File: config.mk
export PLATFORM = sky130hd
export DESIGN_NAME = handheld_console_timer
export DESIGN_NICKNAME = d
export VERILOG_FILES = /design/src/rtl/hct_pkg.sv /design/src/rtl/hct_regs.sv /design/src/rtl/handheld_console_timer.sv
export SDC_FILE = /design/constraint.sdc
export NUM_CORES = 1
export LEC_CHECK = 0
export ABC_AREA = 1
export BUFFER_PORTS_ARGS = -buffer_cell sky130_fd_sc_hd__buf_2
export CORE_MARGIN = 4
export CORE_UTILIZATION = 60
export CTS_CLUSTER_SIZE = 8
export DETAILED_ROUTE_END_ITERATION = 6
export HOLD_SLACK_MARGIN = 0.06
export PLACE_DENSITY = 0.82
export SETUP_SLACK_MARGIN = 0.5
export SYNTH_ARGS = -nofsm -noshare
export SYNTH_HDL_FRONTEND = slang
export SYNTH_SLANG_ARGS = --single-unit
File: constraint.sdc
create_clock -name aclk -period 5.3 [get_ports aclk]
set_clock_uncertainty 0.1 [all_clocks]
set_input_delay 0 -clock aclk [delete_from_list [all_inputs] [get_ports aclk]]
set_output_delay 0 -clock aclk [all_outputs]
set_load 0.05 [all_outputs]
File: src/rtl/hct_pkg.sv
// Shared types and constants for the handheld console timer.
package hct_pkg;

    // Item operation codes.
    localparam logic [1:0] FUNC_READ  = 2'd0;
    localparam logic [1:0] FUNC_WRITE = 2'd1;
    localparam logic [1:0] FUNC_TICK  = 2'd2;

    // Register addresses on the bus.
    localparam logic [15:0] ADDR_DIV  = 16'hFF04;
    localparam logic [15:0] ADDR_STEP = 16'hFF05;
    localparam logic [15:0] ADDR_RND  = 16'hFF06;
    localparam logic [15:0] ADDR_CTRL = 16'hFF07;

    // Control register layout and the read value of an unknown address.
    localparam int          CTRL_ENABLE_BIT = 2;
    localparam logic [7:0]  READ_UNKNOWN    = 8'hFF;

    // Divider period minus one, in ticks.
    localparam logic [9:0]  DIV_PERIOD_MASK = 10'd127;

    // Rate codes of the control register.
    localparam logic [1:0]  RATE_1024 = 2'd0;
    localparam logic [1:0]  RATE_16   = 2'd1;
    localparam logic [1:0]  RATE_64   = 2'd2;
    localparam logic [1:0]  RATE_128  = 2'd3;

    // One input item.
    typedef struct packed {
        logic [1:0]  func;
        logic [15:0] reg_addr;
        logic [7:0]  write_data;
    } hct_item_t;

    // One result item.
    typedef struct packed {
        logic [7:0] read_data;
        logic       bad_register;
    } hct_result_t;

    // Stepper period minus one for a rate code.
    function automatic logic [9:0] period_mask(input logic [1:0] rate);
        logic [9:0] mask;
        case (rate)
            RATE_1024: mask = 10'd1023;
            RATE_16:   mask = 10'd15;
            RATE_64:   mask = 10'd63;
            RATE_128:  mask = 10'd127;
            default:   mask = 10'd1023;
        endcase
        return mask;
    endfunction

endpackage

File: src/rtl/hct_regs.sv
// Timer state registers, tick counting and register access decode.
module hct_regs (
    input  logic               aclk,
    input  logic               aresetn,
    input  logic               item_en,
    input  hct_pkg::hct_item_t item,
    output hct_pkg::hct_result_t result
);
    import hct_pkg::*;

    logic [9:0] tick_count_reg, tick_count_next;
    logic [7:0] divider_reg, divider_next;
    logic [7:0] stepper_reg, stepper_next;
    logic [7:0] wrap_rounds_reg, wrap_rounds_next;
    logic       timer_on_reg, timer_on_next;
    logic [1:0] rate_code_reg, rate_code_next;

    logic [9:0] tick_inc;
    logic       div_bump;
    logic       step_bump;

    // Tick arithmetic: the divider and stepper bump on period boundaries.
    assign tick_inc  = tick_count_reg + 10'd1;
    assign div_bump  = (tick_inc & DIV_PERIOD_MASK) == 10'd0;
    assign step_bump = timer_on_reg && ((tick_inc & period_mask(rate_code_reg)) == 10'd0);

    // Next state for the item being processed.
    always_comb begin
        tick_count_next  = tick_count_reg;
        divider_next     = divider_reg;
        stepper_next     = stepper_reg;
        wrap_rounds_next = wrap_rounds_reg;
        timer_on_next    = timer_on_reg;
        rate_code_next   = rate_code_reg;
        if (item.func == FUNC_WRITE) begin
            unique case (item.reg_addr)
                ADDR_DIV:  divider_next = 8'd0;
                ADDR_STEP: stepper_next = item.write_data;
                ADDR_RND:  wrap_rounds_next = item.write_data;
                ADDR_CTRL: begin
                    timer_on_next  = item.write_data[CTRL_ENABLE_BIT];
                    rate_code_next = item.write_data[1:0];
                end
                default: ;
            endcase
        end else if (item.func == FUNC_TICK) begin
            tick_count_next = tick_inc;
            if (div_bump) begin
                divider_next = divider_reg + 8'd1;
            end
            if (step_bump) begin
                stepper_next = stepper_reg + 8'd1;
                // A wrap of the stepper counts one round.
                if (stepper_reg == 8'hFF) begin
                    wrap_rounds_next = wrap_rounds_reg + 8'd1;
                end
            end
        end
    end

    // Result of the item, from the state before it.
    always_comb begin
        result = '0;
        if (item.func == FUNC_READ) begin
            unique case (item.reg_addr)
                ADDR_DIV:  result.read_data = divider_reg;
                ADDR_STEP: result.read_data = stepper_reg;
                ADDR_RND:  result.read_data = wrap_rounds_reg;
                ADDR_CTRL: result.read_data = {5'd0, timer_on_reg, rate_code_reg};
                default: begin
                    result.read_data    = READ_UNKNOWN;
                    result.bad_register = 1'b1;
                end
            endcase
        end else if (item.func == FUNC_WRITE) begin
            if (item.reg_addr != ADDR_DIV && item.reg_addr != ADDR_STEP &&
                item.reg_addr != ADDR_RND && item.reg_addr != ADDR_CTRL) begin
                result.bad_register = 1'b1;
            end
        end
    end

    // State update, once per processed item.
    always_ff @(posedge aclk) begin
        if (!aresetn) begin
            tick_count_reg  <= '0;
            divider_reg     <= '0;
            stepper_reg     <= '0;
            wrap_rounds_reg <= '0;
            timer_on_reg    <= 1'b0;
            rate_code_reg   <= RATE_1024;
        end else if (item_en) begin
            tick_count_reg  <= tick_count_next;
            divider_reg     <= divider_next;
            stepper_reg     <= stepper_next;
            wrap_rounds_reg <= wrap_rounds_next;
            timer_on_reg    <= timer_on_next;
            rate_code_reg   <= rate_code_next;
        end
    end

endmodule

File: src/rtl/handheld_console_timer.sv
// Top level of the handheld console timer: input register, timer state, result register.
// Each item passes the input register; its result feeds the m_ side from the result register.
// Throughput: one item per cycle while m_ready is high; the input and result registers form a
// two-stage pipeline, and the state registers update as an item moves into the result register.
// Reset (aresetn low, synchronous) clears both pipeline valids, all counters, the enable
// and the rate code.
module handheld_console_timer (
    input  logic        aclk,
    input  logic        aresetn,
    input  logic        s_valid,
    output logic        s_ready,
    input  logic [1:0]  s_func,
    input  logic [15:0] s_reg_addr,
    input  logic [7:0]  s_write_data,
    output logic        m_valid,
    input  logic        m_ready,
    output logic [7:0]  m_read_data,
    output logic        m_bad_register
);
    import hct_pkg::*;

    logic        in_valid_reg;
    hct_item_t   in_item_reg;
    logic        out_valid_reg;
    hct_result_t out_result_reg;
    hct_result_t result;
    logic        advance;

    // The stage moves forward when the result register is free or being drained.
    assign advance = in_valid_reg && (!out_valid_reg || m_ready);
    assign s_ready = !in_valid_reg || advance;

    // Timer state and register decode.
    hct_regs u_regs (
        .aclk    (aclk),
        .aresetn (aresetn),
        .item_en (advance),
        .item    (in_item_reg),
        .result  (result)
    );

    // Input register.
    always_ff @(posedge aclk) begin
        if (!aresetn) begin
            in_valid_reg <= 1'b0;
        end else if (s_ready) begin
            in_valid_reg <= s_valid;
        end
    end

    always_ff @(posedge aclk) begin
        if (s_valid && s_ready) begin
            in_item_reg <= '{func: s_func, reg_addr: s_reg_addr, write_data: s_write_data};
        end
    end

    // Result register.
    always_ff @(posedge aclk) begin
        if (!aresetn) begin
            out_valid_reg <= 1'b0;
        end else if (advance) begin
            out_valid_reg <= 1'b1;
        end else if (m_ready) begin
            out_valid_reg <= 1'b0;
        end
    end

    always_ff @(posedge aclk) begin
        if (advance) begin
            out_result_reg <= result;
        end
    end

    assign m_valid        = out_valid_reg;
    assign m_read_data    = out_result_reg.read_data;
    assign m_bad_register = out_result_reg.bad_register;

endmodule

* Word level (Yosys, flattened, before mapping)
Cells that the tools add are included.
** Word-level totals
- Input port bits :: 30
- Word-level logic and storage cells :: 82
- Output and inout bits :: 11
- Register bits after elaboration :: 74
** Cells by class
- Eq/ne operators :: 17
- Bitwise gates (word level) :: 2
- Reductions and logical operators :: 25
- Add/subtract/negate cells :: 4
- Mux-type cells :: 21
** Operators by type and width (number)
- 8-bit two-way mux :: 13
- 16-bit == test, second input constant :: 4
- 16-bit != test, second input constant :: 4
- 10-bit one-hot mux with 4 select lines :: 1
- 8-bit one-hot mux with 4 select lines :: 1
- 8-bit by 1-bit adder with 8-bit output, second input constant :: 3
- 10-bit logical NOT :: 2
- 10-bit by 1-bit adder with 10-bit output, second input constant :: 1
- 10-bit bitwise AND :: 1
- 2-bit nonzero test :: 5
- 8-bit == test, second input constant :: 1
- 4-bit AND reduction :: 2
- 2-bit == test, second input constant :: 3
- 1-bit logical AND :: 6
- 1-bit two-way mux :: 6
- 2-bit != test, second input constant :: 3
- 3-bit AND reduction :: 2
- 5-bit AND reduction :: 1
- 2-bit by 1-bit == test with 1-bit output, second input constant :: 2
- 2-bit logical NOT :: 2
- 4-bit OR reduction :: 1
- 1-bit logical NOT :: 2
- 1-bit logical OR :: 2
- 1-bit inverter :: 1

* Longest topological paths before layout
- Depth in word-level cells :: 8
- Gate-level depth with buffers :: 14
- Mapped depth without buffers :: 14

* By module
Synthesis repeated with hierarchy kept, for this count alone.
** Unflattened totals
- Cells, all modules :: 494
- Area total of the unflattened synthesis :: 3903.7 um^2
** By module, submodules not included
- hct_regs :: cells each 446, area an instance 2757.6 um^2, instances 1
- handheld_console_timer :: cells each 48, area an instance 1146.1 um^2, instances 1

* Least setup slack after synthesis
No wires, ideal clock.
- Path kind :: flip-flop to flip-flop
- Start :: register out_valid_reg (netlist: m_valid)
- End :: register in_item_reg[0] (netlist bit), enable pin
- Data required time :: 4.832 ns
- Clock period less this slack :: 2.188 ns
- Cell stages (with the launch flop) :: 4
- Data arrival time :: 1.720 ns
- Buffers on the path :: 0
- Slack :: 3.112 ns
- Path through :: dfxtp_1 > nand3_1 > nand2_1 > inv_1
** On the way
- Longest elaborated chain between the ends :: 5
** Ends and longest elaborated chain
- start: declaration :: RTL line handheld_console_timer.sv:24 : logic out_valid_reg;
- start signal: assignment :: RTL line handheld_console_timer.sv:60 : out_valid_reg <= 1'b0;
- start signal: assignment :: RTL line handheld_console_timer.sv:62 : out_valid_reg <= 1'b1;
- start signal: assignment :: RTL line handheld_console_timer.sv:64 : out_valid_reg <= 1'b0;
- 1-bit logical NOT :: RTL line handheld_console_timer.sv:30 : assign advance = in_valid_reg && (!out_valid_reg || m_ready);
- 1-bit logical OR :: RTL line handheld_console_timer.sv:30
- 1-bit logical AND :: RTL line handheld_console_timer.sv:30
- 1-bit logical OR :: RTL line handheld_console_timer.sv:31 : assign s_ready = !in_valid_reg || advance;
- via s_ready :: RTL line handheld_console_timer.sv:11 : output logic s_ready,
- 1-bit logical AND :: RTL line handheld_console_timer.sv:52 : if (s_valid && s_ready) begin
- end signal: assignment :: RTL line handheld_console_timer.sv:53 : in_item_reg <= '{func: s_func, reg_addr: s_reg_addr, write_data: s_write_data};
- end: declaration :: RTL line handheld_console_timer.sv:23 : hct_item_t in_item_reg;
The timed path passes the listed nets, and every way through them passes these cells.
A chain may end at the register's enable or synchronous reset.

* Worst setup path after layout
- Start :: register in_item_reg[25] (netlist bit)
- End :: register u_regs.tick_count_reg[6]
** On the way
- Longest elaborated chain between the ends :: 3
- Elaborated cells between the ends (all ways) :: 4
- Classes of those cells :: eq/ne (2); bitwise (1); reduce/logical (1)
** Ends and longest elaborated chain
- 2-bit by 1-bit == test with 1-bit output :: RTL line hct_regs.sv:35 : if (item.func == FUNC_WRITE) begin
- 1-bit inverter (no line)
- 3-bit AND reduction (no line) *
- end signal: assignment :: RTL line hct_regs.sv:93 : tick_count_reg <= tick_count_next;
- end: declaration :: RTL line hct_regs.sv:11 : logic [9:0] tick_count_reg, tick_count_next;
Every way passes the cells marked *; elsewhere a longest branch is shown, timed or not.

==> summary.txt <==
status = finished clean
clk buf depth = 2
vias in the first global route = 3383
final instance area = 4740 um2
hold buffer count at cts = 31
FFs w/ async S/R, synth = 0
Core ar. = 6420 um2
peak supply drop = 0.287 mV
DRT met1 WL = 3990 um
area leader, netlist = edfxtp_1
share of cells above drive strength 1 = 0.153
CTS resizes = 0
Area growth syn-to-layout = 18.3%
kind of critical path = reg -> reg
metal3 WL = 627 um
Die Area = 8060 um2
HP Start = s_reg_addr[12]
Final Max Tran Viols = 0
Reg clk slew, reported paths = 80 ps
max-cap check violation count = 0
initial antenna violation count = 0
via count = 3598
DR vias/cell = 5.50
Rel. slew slack = 0.225
final setup vio count = 0
Post-CTS Setup Inserts = 0
Synth Cell Area = 4010 um2
Synth Flop Type = dfxtp_1
worst slack, placed = 2610 ps
Final ANT Viol Nets = 0
GRT overflow = 0
Largest register FFs = 26
worst slew pin tran = 1160 ps
Total Nets Final = 612
TritonCTS Buffers = 9
GRT Resource Usage Total = 0.239
Port Buffer Count = 40
reg2reg start = in_item_reg[25]
register area share after synthesis = 0.457
Mean Syn Cell Area = 7.96 um2
share of the synthesized area in the top cell type = 0.262
final setup margin = 2520 ps
Crit Path Max Fanout = 27
Hold Path Stages = 2
syn nets = 544
critical path arrival = 2930 ps
critical path's slowest cell = ha_1
Ant. Diodes = 0
most used cell, CP = inv_1
overall routed net length = 9170 um
PD cells = 262 nW/um2
Tcrit/Tclk final = 0.525
Fill cells = 472
Worst Hold End = in_item_reg[20]
post-layout min period = 2780 ps
crit-path max cell delay = 930 ps
Max Clk Rate = 0.360 GHz
r2r endpoint = u_regs.tick_count_reg[6]
Hold Path Class = in -> reg
DR WL met2 = 4390 um
R2R cell count = 7
leading post-synthesis cells by cell area = edfxtp_1 (26%), dfxtp_1 (19%), nand2_1 (11%), a21oi_1 (5.6%), nor2_1 (5.6%)
root buf cell = clkbuf_8
synthesized instance count = 504
setup_tns = 0 ps
Vert. Die Dim = 89.8 um
Seq cells post-synth = 74
CP Data Required Time = 5450 ps
Fin. Hold Viols = 0
Initial Util = 0.624
Ys Warns = 0
H-tree depth = 3
placed instance area = 4210 um2
hpwl dp = 6060 um
Startpoint Class = flip-flop
post-DR wirelength/cell = 14.0 um
CP Cell Sequence = inv_1, ha_1, inv_4, nand3_1, inv_1, o211ai_1, inv_1
CTS tree = done
clk sinks = 74
Core Util, Final = 0.739
global-route wire length before repair = 15900 um
die width = 89.8 um
Core Rows = 29
First-pass DRT Iterations = 5
Critical Path Sink Type = flip-flop
Post-synth EDFFs = 35
Leak Pwr = 1.96 nW
Post-route DRC = 0
DRT iter0 DRCs = 259
Critical Path Source = in_item_reg[25]
reg2reg setup slack = 2520 ps
highest routed metal layer = met4
count of cell types in the netlist = 41
largest net degree at the start of global routing = 32
Clock Latency Late Sink = 350 ps
RSZ-0062 raised after global routing = no
top-level I/O count = 41
RePlAce Congestion = 0.980
[synth_stat cells (2+ instances only)]
| cell type | count |
|---|---|
| dfxtp_1 | 39 |
| o21a_1 | 2 |
| nand4_1 | 9 |
| o211ai_1 | 8 |
| a21oi_4 | 2 |
| buf_2 | 2 |
| nor2_4 | 3 |
| inv_2 | 3 |
| nand2_2 | 4 |
| nor2_2 | 8 |
| nand2_4 | 2 |
| xor2_1 | 6 |
| inv_1 | 53 |
| a21oi_1 | 45 |
| buf_4 | 2 |
| nand2_1 | 117 |
| nand3_2 | 4 |
| clkbuf_1 | 5 |
| ha_1 | 10 |
| xnor2_1 | 2 |
| clkinv_1 | 2 |
| nand3_1 | 37 |
| nor2_1 | 60 |
| buf_6 | 5 |
| nand3b_1 | 4 |
| edfxtp_1 | 35 |
| nor3_1 | 8 |
| o21ai_0 | 14 |
[worst max-delay path by stage]
stage / depth (start not counted) / slack, ps / end
after floorplan: 3 / 3110 / in_item_reg[0]
after global placement: 7 / 2690 / u_regs.tick_count_reg[8]
after detailed placement: 9 / 2610 / u_regs.wrap_rounds_reg[7]
after CTS: 7 / 2590 / u_regs.tick_count_reg[6]
after global routing: 10 / 2280 / u_regs.wrap_rounds_reg[7]
final: 7 / 2520 / u_regs.tick_count_reg[6]
[cell type report]
type | count | area [um2] | area share
Timing Repair Buffer | 71 | 510 | 0.108
Tap cell | 77 | 96.3 | 0.0203
Clock inverter | 7 | 103 | 0.0216
Clock buffer | 9 | 124 | 0.0261
Multi-Input combinational cell | 357 | 1850 | 0.391
Sequential cell | 74 | 1830 | 0.386
Inverter | 59 | 224 | 0.0472
[critical path: cells and delay by family, from the launching register on]
family / cells / cell delay, ps
adder cells (fa/ha/maj): 1 / 930
buffers and inverters: 4 / 660
flip-flops: 1 / 400
AND/OR/NAND/NOR: 1 / 340
AO/OA/AOI/OAI: 1 / 220
[through the flow]
| stage | hold WS [ps] | power, mW | instances |
|---|---|---|---|
| finish | 245 | 1.24 | 654 |
| global route | 234 | 1.29 | 654 |
| CTS | 247 | 1.24 | 654 |
| detailed placement | 78.2 | 0.738 | 607 |
| global placement | 76.5 | 0.734 | 607 |
| floorplan | -1.13 | 0.713 | 504 |
[metal layers]
layer	vias to the layer above	global-route usage
met5	-	0
met1	1651	0.305
met2	137	0.398
met3	16	0.0618
li1	1794	-
met4	0	0.0754
[power breakdown]
group	internal [mW]	leakage, nW	switching (mW)
registers	0.620	0.655	0.0107
logic	0.0424	1.20	0.0727
clock network	0.269	0.110	0.230
total	0.931	1.96	0.314
[cells in the final DEF, fill, tap and decap left out, types with 2 or more instances in the layout]
cell type	Yosys	routed
nand2_1	117	117
nor2_1	60	60
inv_1	53	53
a21oi_1	45	45
buf_2	2	40
dfxtp_1	39	39
nand3_1	37	37
edfxtp_1	35	35
dlygate4sd3_1	0	31
o21ai_0	14	14
ha_1	10	10
nand4_1	9	9
clkbuf_8	0	9
nor3_1	8	8
nor2_2	8	8
o211ai_1	8	8
xor2_1	6	6
nand3_2	4	4
nand2_2	4	4
nand3b_1	4	4
inv_2	3	3
nor2_4	3	3
clkinv_4	0	3
clkinv_1	2	2
nand2_4	2	2
a21oi_4	2	2
o21a_1	2	2
xnor2_1	2	2
bufinv_16	0	2
[cell families after synthesis]
kind of cell             count (synthesis)  share of synthesized area
AND/OR/NAND/NOR                        262                      0.300
AO/OA/AOI/OAI                           76                      0.110
flip-flops                              74                      0.457
buffers and inverters                   73                     0.0808
adder cells (fa/ha/maj)                 10                     0.0312
XOR/XNOR                                 9                     0.0215
No activity file was read; power rests on OpenSTA's default activity.
